## config.mk

```make
export PLATFORM = sky130hd
export DESIGN_NAME = rational_add_reduce_core
export DESIGN_NICKNAME = d
export VERILOG_FILES = /design/src/design/rar_pkg.sv /design/src/design/rar_div.sv /design/src/design/rar_fifo.sv /design/src/design/rar_front.sv /design/src/design/rar_back.sv /design/src/design/rational_add_reduce_core.sv
export VERILOG_INCLUDE_DIRS = /design/src /design/src/design
export SDC_FILE = /design/constraint.sdc
export NUM_CORES = 2
export LEC_CHECK = 0
export BUFFER_PORTS_ARGS = -buffer_cell sky130_fd_sc_hd__buf_2
export CORE_ASPECT_RATIO = 0.6
export CORE_MARGIN = 1.5
export CORE_UTILIZATION = 55
export CTS_CLUSTER_SIZE = 8
export DETAILED_ROUTE_END_ITERATION = 10
export GPL_ROUTABILITY_DRIVEN = 0
export PLACE_DENSITY = 0.77
export SLEW_MARGIN = 20
export SYNTH_ARGS = -nofsm -noshare
export SYNTH_HDL_FRONTEND = slang
export SYNTH_SLANG_ARGS = --single-unit
```

## constraint.sdc

```tcl
create_clock -name clk -period 28.6 [get_ports clk]
set_input_delay 5.72 -clock clk [delete_from_list [all_inputs] [get_ports clk]]
set_output_delay 5.72 -clock clk [all_outputs]
set_load 0.1 [all_outputs]
```

## src/design/assert_macros.svh

```systemverilog
`ifndef ASSERT_MACROS_SVH
`define ASSERT_MACROS_SVH
// Clocked assertion, off while reset is held.
`define ASSERT_CLK(label, prop, msg) \
  label: assert property (@(posedge clk) disable iff (!rst_n) (prop)) else $error(msg);
// Clocked assertion that also holds during reset.
`define ASSERT_ALWAYS(label, prop, msg) \
  label: assert property (@(posedge clk) (prop)) else $error(msg);
`endif

```

## src/design/rar_pkg.sv

```systemverilog
package rar_pkg;
  localparam int OPERAND_WIDTH = 16;
  localparam int NUM_W = 2 * OPERAND_WIDTH + 1;
  localparam int DEN_W = 2 * OPERAND_WIDTH;
  localparam int MAG_W = 2 * OPERAND_WIDTH;
  localparam int IN_W  = 4 * OPERAND_WIDTH;
  localparam int OUT_W = ((NUM_W + DEN_W + 7) / 8) * 8;
  localparam int CNT_W = $clog2(MAG_W + 1);

  typedef struct packed {
    logic [NUM_W-1:0] n;
    logic [DEN_W-1:0] d;
    logic             unit;
  } item_t;

  typedef struct packed {
    logic             start;
    logic [MAG_W-1:0] dividend;
    logic [MAG_W-1:0] divisor;
  } div_req_t;

  typedef struct packed {
    logic             done;
    logic [MAG_W-1:0] quo;
    logic [MAG_W-1:0] rem;
  } div_rsp_t;

  typedef struct packed {
    logic push;
    logic full;
    logic empty;
  } q_stat_t;

  function automatic logic [MAG_W-1:0] mag_num(input logic [NUM_W-1:0] v);
    logic [NUM_W-1:0] t;
    t = v[NUM_W-1] ? (~v + NUM_W'(1)) : v;
    return t[MAG_W-1:0];
  endfunction

  function automatic logic [MAG_W-1:0] mag_den(input logic [DEN_W-1:0] v);
    return v[DEN_W-1] ? (~v + DEN_W'(1)) : v;
  endfunction
endpackage

```

## src/design/rar_div.sv

```systemverilog
module rar_div (
  input  logic              clk,
  input  logic              rst_n,
  input  rar_pkg::div_req_t req,
  output rar_pkg::div_rsp_t rsp
);
  import rar_pkg::*;

  logic [MAG_W:0]   rem_r;
  logic [MAG_W-1:0] quo_r;
  logic [MAG_W-1:0] dvs_r;
  logic [CNT_W-1:0] cnt_r;
  logic             busy_r;
  logic             done_r;
  logic [MAG_W:0]   shifted;
  logic [MAG_W:0]   trial;

  // one quotient bit a cycle, restoring
  assign shifted = {rem_r[MAG_W-1:0], quo_r[MAG_W-1]};
  assign trial   = shifted - {1'b0, dvs_r};

  always_ff @(posedge clk) begin
    if (!rst_n) begin
      busy_r <= 1'b0;
      done_r <= 1'b0;
      cnt_r  <= '0;
    end else begin
      done_r <= busy_r && !req.start && (cnt_r == CNT_W'(1));
      if (req.start) begin
        busy_r <= 1'b1;
        cnt_r  <= CNT_W'(MAG_W);
        rem_r  <= '0;
        quo_r  <= req.dividend;
        dvs_r  <= req.divisor;
      end else if (busy_r) begin
        if (!trial[MAG_W]) begin
          rem_r <= trial;
          quo_r <= {quo_r[MAG_W-2:0], 1'b1};
        end else begin
          rem_r <= shifted;
          quo_r <= {quo_r[MAG_W-2:0], 1'b0};
        end
        cnt_r <= cnt_r - CNT_W'(1);
        if (cnt_r == CNT_W'(1)) begin
          busy_r <= 1'b0;
        end
      end
    end
  end

  assign rsp.done = done_r;
  assign rsp.quo  = quo_r;
  assign rsp.rem  = rem_r[MAG_W-1:0];
endmodule

```

## src/design/rar_fifo.sv

```systemverilog
module rar_fifo (
  input  logic           clk,
  input  logic           rst_n,
  input  logic           push,
  input  rar_pkg::item_t wr_item,
  input  logic           pop,
  output rar_pkg::item_t rd_item,
  output logic           full,
  output logic           empty
);
  import rar_pkg::*;

  item_t      mem_r [2];
  logic       wr_ptr_r;
  logic       rd_ptr_r;
  logic [1:0] cnt_r;

  always_ff @(posedge clk) begin
    if (!rst_n) begin
      wr_ptr_r <= 1'b0;
      rd_ptr_r <= 1'b0;
      cnt_r    <= '0;
    end else begin
      if (push) begin
        mem_r[wr_ptr_r] <= wr_item;
        wr_ptr_r        <= ~wr_ptr_r;
      end
      if (pop) rd_ptr_r <= ~rd_ptr_r;
      cnt_r <= cnt_r + 2'(push) - 2'(pop);
    end
  end

  assign rd_item = mem_r[rd_ptr_r];
  assign full    = (cnt_r == 2'd2);
  assign empty   = (cnt_r == 2'd0);
endmodule

```

## src/design/rar_front.sv

```systemverilog
module rar_front (
  input  logic                        clk,
  input  logic                        rst_n,
  input  logic                        in_tvalid,
  output logic                        in_tready,
  input  logic [rar_pkg::IN_W-1:0]    in_tdata,
  input  logic                        q_full,
  output logic                        q_push,
  output rar_pkg::item_t              q_item
);
  import rar_pkg::*;

  localparam int OW = OPERAND_WIDTH;

  logic signed [OW-1:0]  a, b, c, d;
  logic signed [DEN_W-1:0] ad_r, bc_r, bd_r;
  logic                  p_valid_r;

  assign a = in_tdata[OW-1:0];
  assign b = in_tdata[2*OW-1:OW];
  assign c = in_tdata[3*OW-1:2*OW];
  assign d = in_tdata[4*OW-1:3*OW];

  assign q_push    = p_valid_r && !q_full;
  assign in_tready = !p_valid_r || q_push;

  always_ff @(posedge clk) begin
    if (!rst_n) begin
      p_valid_r <= 1'b0;
    end else begin
      if (in_tvalid && in_tready) begin
        ad_r      <= a * d;
        bc_r      <= b * c;
        bd_r      <= b * d;
        p_valid_r <= 1'b1;
      end else if (q_push) begin
        p_valid_r <= 1'b0;
      end
    end
  end

  // sum the cross products and mark a unit denominator
  assign q_item.n    = {ad_r[DEN_W-1], ad_r} + {bc_r[DEN_W-1], bc_r};
  assign q_item.d    = bd_r;
  assign q_item.unit = (bd_r == DEN_W'(1));
endmodule

```

## src/design/rar_back.sv

```systemverilog
module rar_back (
  input  logic                       clk,
  input  logic                       rst_n,
  input  logic                       q_empty,
  input  rar_pkg::item_t             q_item,
  output logic                       q_pop,
  output logic                       out_tvalid,
  input  logic                       out_tready,
  output logic [rar_pkg::NUM_W-1:0]  sum_num,
  output logic [rar_pkg::DEN_W-1:0]  sum_den,
  output logic                       undef
);
  import rar_pkg::*;

  typedef enum logic [2:0] {S_IDLE, S_LOOP, S_REM, S_QN, S_QD, S_OUT} state_t;

  state_t           state_r;
  logic [NUM_W-1:0] n_r;
  logic [DEN_W-1:0] d_r;
  logic [MAG_W-1:0] x_r, y_r, qn_r;
  logic             steps_r;
  logic             gneg;
  logic [NUM_W-1:0] sn, sd;
  div_req_t         req;
  div_rsp_t         rsp;
  logic [NUM_W-1:0] num_r;
  logic [DEN_W-1:0] den_r;
  logic             undef_r;

  rar_div u_div (.clk(clk), .rst_n(rst_n), .req(req), .rsp(rsp));

  assign q_pop = (state_r == S_IDLE) && !q_empty;
  assign gneg  = steps_r ? d_r[DEN_W-1] : n_r[NUM_W-1];
  assign sn    = (n_r[NUM_W-1] ^ gneg) ? -{1'b0, qn_r} : {1'b0, qn_r};
  assign sd    = (d_r[DEN_W-1] ^ gneg) ? -{1'b0, rsp.quo} : {1'b0, rsp.quo};

  // issue a division in the cycle the state moves on
  always_comb begin
    req = '0;
    case (state_r)
      S_LOOP: begin
        if (y_r != '0) begin
          req = '{start: 1'b1, dividend: x_r, divisor: y_r};
        end else if (x_r != '0) begin
          req = '{start: 1'b1, dividend: mag_num(n_r), divisor: x_r};
        end
      end
      S_QN: begin
        if (rsp.done) begin
          req = '{start: 1'b1, dividend: mag_den(d_r), divisor: x_r};
        end
      end
      default: req = '0;
    endcase
  end

  always_ff @(posedge clk) begin
    if (!rst_n) begin
      state_r <= S_IDLE;
    end else begin
      case (state_r)
        S_IDLE: if (!q_empty) begin
          n_r     <= q_item.n;
          d_r     <= q_item.d;
          x_r     <= mag_num(q_item.n);
          y_r     <= mag_den(q_item.d);
          steps_r <= 1'b0;
          if (q_item.unit) begin
            num_r   <= q_item.n;
            den_r   <= DEN_W'(1);
            undef_r <= 1'b0;
            state_r <= S_OUT;
          end else begin
            state_r <= S_LOOP;
          end
        end
        S_LOOP: begin
          if (y_r == '0) begin
            // x holds the gcd magnitude
            if (x_r == '0) begin
              num_r   <= '0;
              den_r   <= '0;
              undef_r <= 1'b1;
              state_r <= S_OUT;
            end else begin
              state_r <= S_QN;
            end
          end else begin
            state_r <= S_REM;
          end
        end
        S_REM: if (rsp.done) begin
          x_r     <= y_r;
          y_r     <= rsp.rem;
          steps_r <= ~steps_r;
          state_r <= S_LOOP;
        end
        S_QN: if (rsp.done) begin
          qn_r    <= rsp.quo;
          state_r <= S_QD;
        end
        S_QD: if (rsp.done) begin
          num_r   <= sn;
          den_r   <= sd[DEN_W-1:0];
          undef_r <= 1'b0;
          state_r <= S_OUT;
        end
        S_OUT: if (out_tready) state_r <= S_IDLE;
        default: state_r <= S_IDLE;
      endcase
    end
  end

  assign out_tvalid = (state_r == S_OUT);
  assign sum_num    = num_r;
  assign sum_den    = den_r;
  assign undef      = undef_r;
endmodule

```

## src/design/rational_add_reduce_core.sv

```systemverilog
// Channel | Direction | Contents
// in_     | slave     | num_a, den_a, num_b, den_b (signed fractions to add)
// out_    | master    | sum_num, sum_den (reduced sum), undefined_flag in tuser
//
// Flow: a word passes the front, then one division per Euclid remainder step
//   and two for the final quotients, all on one shared 1-bit-a-cycle divider;
//   a unit denominator skips the divider.
// Reset: rst_n synchronous, active low; clears the pipeline and queue controls.
// Stalls: a two-entry queue parts the product front from the gcd back; while a result
//   waits in the output register, the front takes words until it and the queue are full.
`include "assert_macros.svh"
module rational_add_reduce_core (
  input  logic                       clk,
  input  logic                       rst_n,
  input  logic                       in_tvalid,
  output logic                       in_tready,
  // num_a[15:0], den_a[31:16], num_b[47:32], den_b[63:48]
  input  logic [rar_pkg::IN_W-1:0]   in_tdata,
  output logic                       out_tvalid,
  input  logic                       out_tready,
  // sum_num[32:0], sum_den[64:33], zero fill above
  output logic [rar_pkg::OUT_W-1:0]  out_tdata,
  // undefined_flag[0]
  output logic                       out_tuser
);
  import rar_pkg::*;

  item_t            f_item, b_item;
  q_stat_t          qs;
  logic             q_pop;
  logic [NUM_W-1:0] sum_num;
  logic [DEN_W-1:0] sum_den;

  // front: cross-multiply and classify
  rar_front u_front (
    .clk(clk), .rst_n(rst_n),
    .in_tvalid(in_tvalid), .in_tready(in_tready), .in_tdata(in_tdata),
    .q_full(qs.full), .q_push(qs.push), .q_item(f_item)
  );

  // queue between front and back
  rar_fifo u_fifo (
    .clk(clk), .rst_n(rst_n),
    .push(qs.push), .wr_item(f_item), .pop(q_pop), .rd_item(b_item),
    .full(qs.full), .empty(qs.empty)
  );

  // back: gcd and reduction
  rar_back u_back (
    .clk(clk), .rst_n(rst_n),
    .q_empty(qs.empty), .q_item(b_item), .q_pop(q_pop),
    .out_tvalid(out_tvalid), .out_tready(out_tready),
    .sum_num(sum_num), .sum_den(sum_den), .undef(out_tuser)
  );

  assign out_tdata = {(OUT_W - NUM_W - DEN_W)'(0), sum_den, sum_num};

  `ASSERT_CLK(a_no_overflow, !(qs.push && qs.full), "queue pushed while full")
  `ASSERT_CLK(a_no_underflow, !(q_pop && qs.empty), "queue popped while empty")
  `ASSERT_CLK(a_undef_zero, (out_tvalid && out_tuser) |-> (out_tdata == '0), "undefined nonzero")
endmodule

```

==> reports/results.tsv <==
stage	metric	value	unit
setup_path	path_common_cell	fa_1	
sta	max_slew_margin	0.283	
drt	vias	41800	
clock_network	cts.clk_slew.worst_paths	0.06	ns
die	die_height	253	microns
sta	tns	0	ns
global_routing	antenna_found_initial	12	
sta	hold_viol	0	
finish	fillers	8349	
place	place_hpwl	118000	microns
synthesis	yosysWarnings	0	
clock_network	cts.sinks	569	
clock_network	cts_tree	done	
synthesis	async_flop_share	0	
min_path	whs_path_depth	0	
die	io_pins	143	
die	dieArea	106000	sq um
setup_path	crit_path_start_kind	primary input	
global_routing	track_usage	0.300	
place	dp_cells	6977	
sta	worst_slew_pin_slew	1.05	ns
sta	period_share	0.448	
sta	timing.final.ws_setup	15.78	ns
finish	regArea	16900	sq um
clock_network	postCtsSetupRepairBufs	0	
place	portBuffers	135	
die	fp-row-count	91	
global_routing	grt_overflow	0	
clock_network	numCtsBuffers	81	
clock_network	cts_resized	0	
clock_network	h-tree-depth	3	
setup_path	max_stage_delay	0.78	ns
drt	vias_per_cell	5.88	
synthesis	synth_area	57400	sq um
finish	final_util	0.598	
sta	setup_viol	0	
die	die_w	420	microns
drt	ant_nets	0	
synthesis	netlist_instances	5628	
sta	clock.fmax	78.0	MHz
finish	drive_above_1_share	0.0557	
setup_path	critical_path_required	28.96	ns
synthesis	ys.flop_type	edfxtp_1	
synthesis	avgSynthCellArea	10.2	sq um
sta	post-route-min-period	12.82	ns
finish	final_nets	6841	
clock_network	insertion_delay	0.64	ns
finish	multiInputGateArea	36000	sq um
clock_network	root_buffer	clkbuf_16	
global_routing	grt_first_pass_wirelength	243000	microns
drt	drt_first_pass_iters	9	
place	dpl_worst_slack	14.86	ns
synthesis	ys_types	73	
die	design.core.area	103000	sq um
synthesis	synth_edf_count	552	
min_path	hold_class	reg2reg	
drt	drt-total-wl	155000	microns
drt	drc	0	
synthesis	ys_ff_latch	569	
drt	initialDrtViolationCount	5868	
setup_path	slowest_stage	a2111oi_0	
global_routing	grt_max_degree	81	
finish	final_cell_mix	997 x inv_1, 788 x fa_1, 604 x nand2_1	
setup_path	arrival	13.18	ns
setup_path	reg2reg_depth	12	
global_routing	grt_pass1_vias	42400	
sta	drv_slew	0	
setup_path	worst-path-max-fanout	32	
synthesis	synth-seq-area-share	0.295	
die	initial_core_util	0.557	
outcome	status	complete, no violations	
finish	final_common_cell	inv_1	
sta	clock_skew	0.0422	ns
setup_path	path_class	in2reg	
finish	fin_cells	7106	
clock_network	clockBufferDepth	3	
finish	syn_to_final_growth	7.39	%
sta	rsz0062_at_grt	no	
drt	wl_per_cell	21.8	microns
flow_run	max_cap_violations	0	
setup_path	end_kind	flop	
setup_path	cp_cell_sequence	buf_2 -> nand2_1 -> fa_1 -> inv_1 -> fa_1 -> inv_1 -> fa_1 -> inv_1 -> fa_1 -> fa_1 -> inv_1 -> fa_1 -> inv_1 -> ha_1 -> a211o_1 -> a2111oi_0 -> nor3_1 -> o41ai_2 -> o41ai_1 -> a2111oi_0 -> nor3_1 -> xor2_1	
clock_network	cts_hold_buf	0	
[critical path: cells and delay by family]
kind / cells / cell delay (ns)
fa+ha+maj: 7 / 3.27
compound gates: 5 / 2.56
buf+inv: 6 / 0.91
simple gates: 3 / 0.53
xor+xnor: 1 / 0.16
[metal layers]
layer	track usage	vias to the layer above	share of wire
li1	-	18300	-
met3	0.124	250	0.17
met2	0.406	2803	0.40
met4	0.0748	6	0.023
met1	0.440	20400	0.41
met5	0.0234	-	0.0019
[stage by stage]
stage	hold slack (ns)	instance area, sq um
final	0.463	61700
after global routing	0.486	61700
after CTS	0.462	61600
after detailed placement	0.451	59400
after global placement	0.452	59400
after floorplan	0.436	57500
[synth_stat cells (all sizes together), types with 20 or more instances]
cell | number | area (sq um)
o21ai | 190 | 951
a21o | 68 | 510
o21a | 29 | 218
or3 | 24 | 155
xnor2 | 247 | 2160
clkbuf | 211 | 792
inv | 997 | 3740
ha | 320 | 4000
fa | 788 | 15800
xor2 | 98 | 858
a31oi | 20 | 125
nor2 | 252 | 946
o21bai | 25 | 188
nand4 | 23 | 144
and2 | 387 | 2420
a22o | 32 | 280
o22ai | 33 | 206
nor3 | 52 | 260
or4 | 25 | 206
nor4 | 36 | 225
mux2i | 50 | 500
nand2b | 37 | 231
nand3 | 42 | 210
nand2 | 605 | 2270
a21oi | 216 | 1080
o31ai | 31 | 233
edfxtp | 552 | 16600
[worst paths after layout]
kind                   startpoint            endpoint  slack [ns]
setup / recovery     in_tdata[23]    u_front.bc_r[29]       15.78
hold / removal    u_front.bd_r[0]  u_fifo.mem_r[1][1]        0.46
setup reg to reg             flop      u_back.y_r[28]       23.75
hold reg to reg   u_front.bd_r[0]  u_fifo.mem_r[1][1]        0.46
[kinds of logic after synthesis]
family	after synthesis	share of synthesized area
xor+xnor	345	0.0526
buf+inv	1225	0.0806
simple gates	1547	0.131
mux	68	0.0122
fa+ha+maj	1108	0.344
compound gates	765	0.0847
other cells	1	0.0000653
flops	569	0.295
[cell type report]
cell class,instances,area share
clock inverters,7,0.00168
repair buffers,175,0.0158
flip-flops and latches,569,0.274
diodes,15,0.000609
inverters,998,0.0607
well taps,1395,0.0283
clock buffers,107,0.0351
multi-input cells,3840,0.583
[state kept, by name, summed over array words and instances (netlist names), 2 cells and up, named ones only]
name,count
u_front.bd_r,32
u_fifo.cnt_r,2
u_back.sum_num,33
u_fifo.mem_r,132
u_back.sum_den,32
u_back.u_div.cnt_r,6
u_back.state_r,3
u_front.bc_r,32
u_back.qn_r,32
u_back.u_div.quo_r,32
u_back.n_r,33
u_back.y_r,32
u_front.ad_r,32
u_back.x_r,32
u_back.u_div.dvs_r,32
u_back.u_div.rem_r,32
u_back.d_r,32
Power is left out: the tool's default activity adds up to more than one toggle a clock period on the data nets, which glitch-free logic cannot reach.
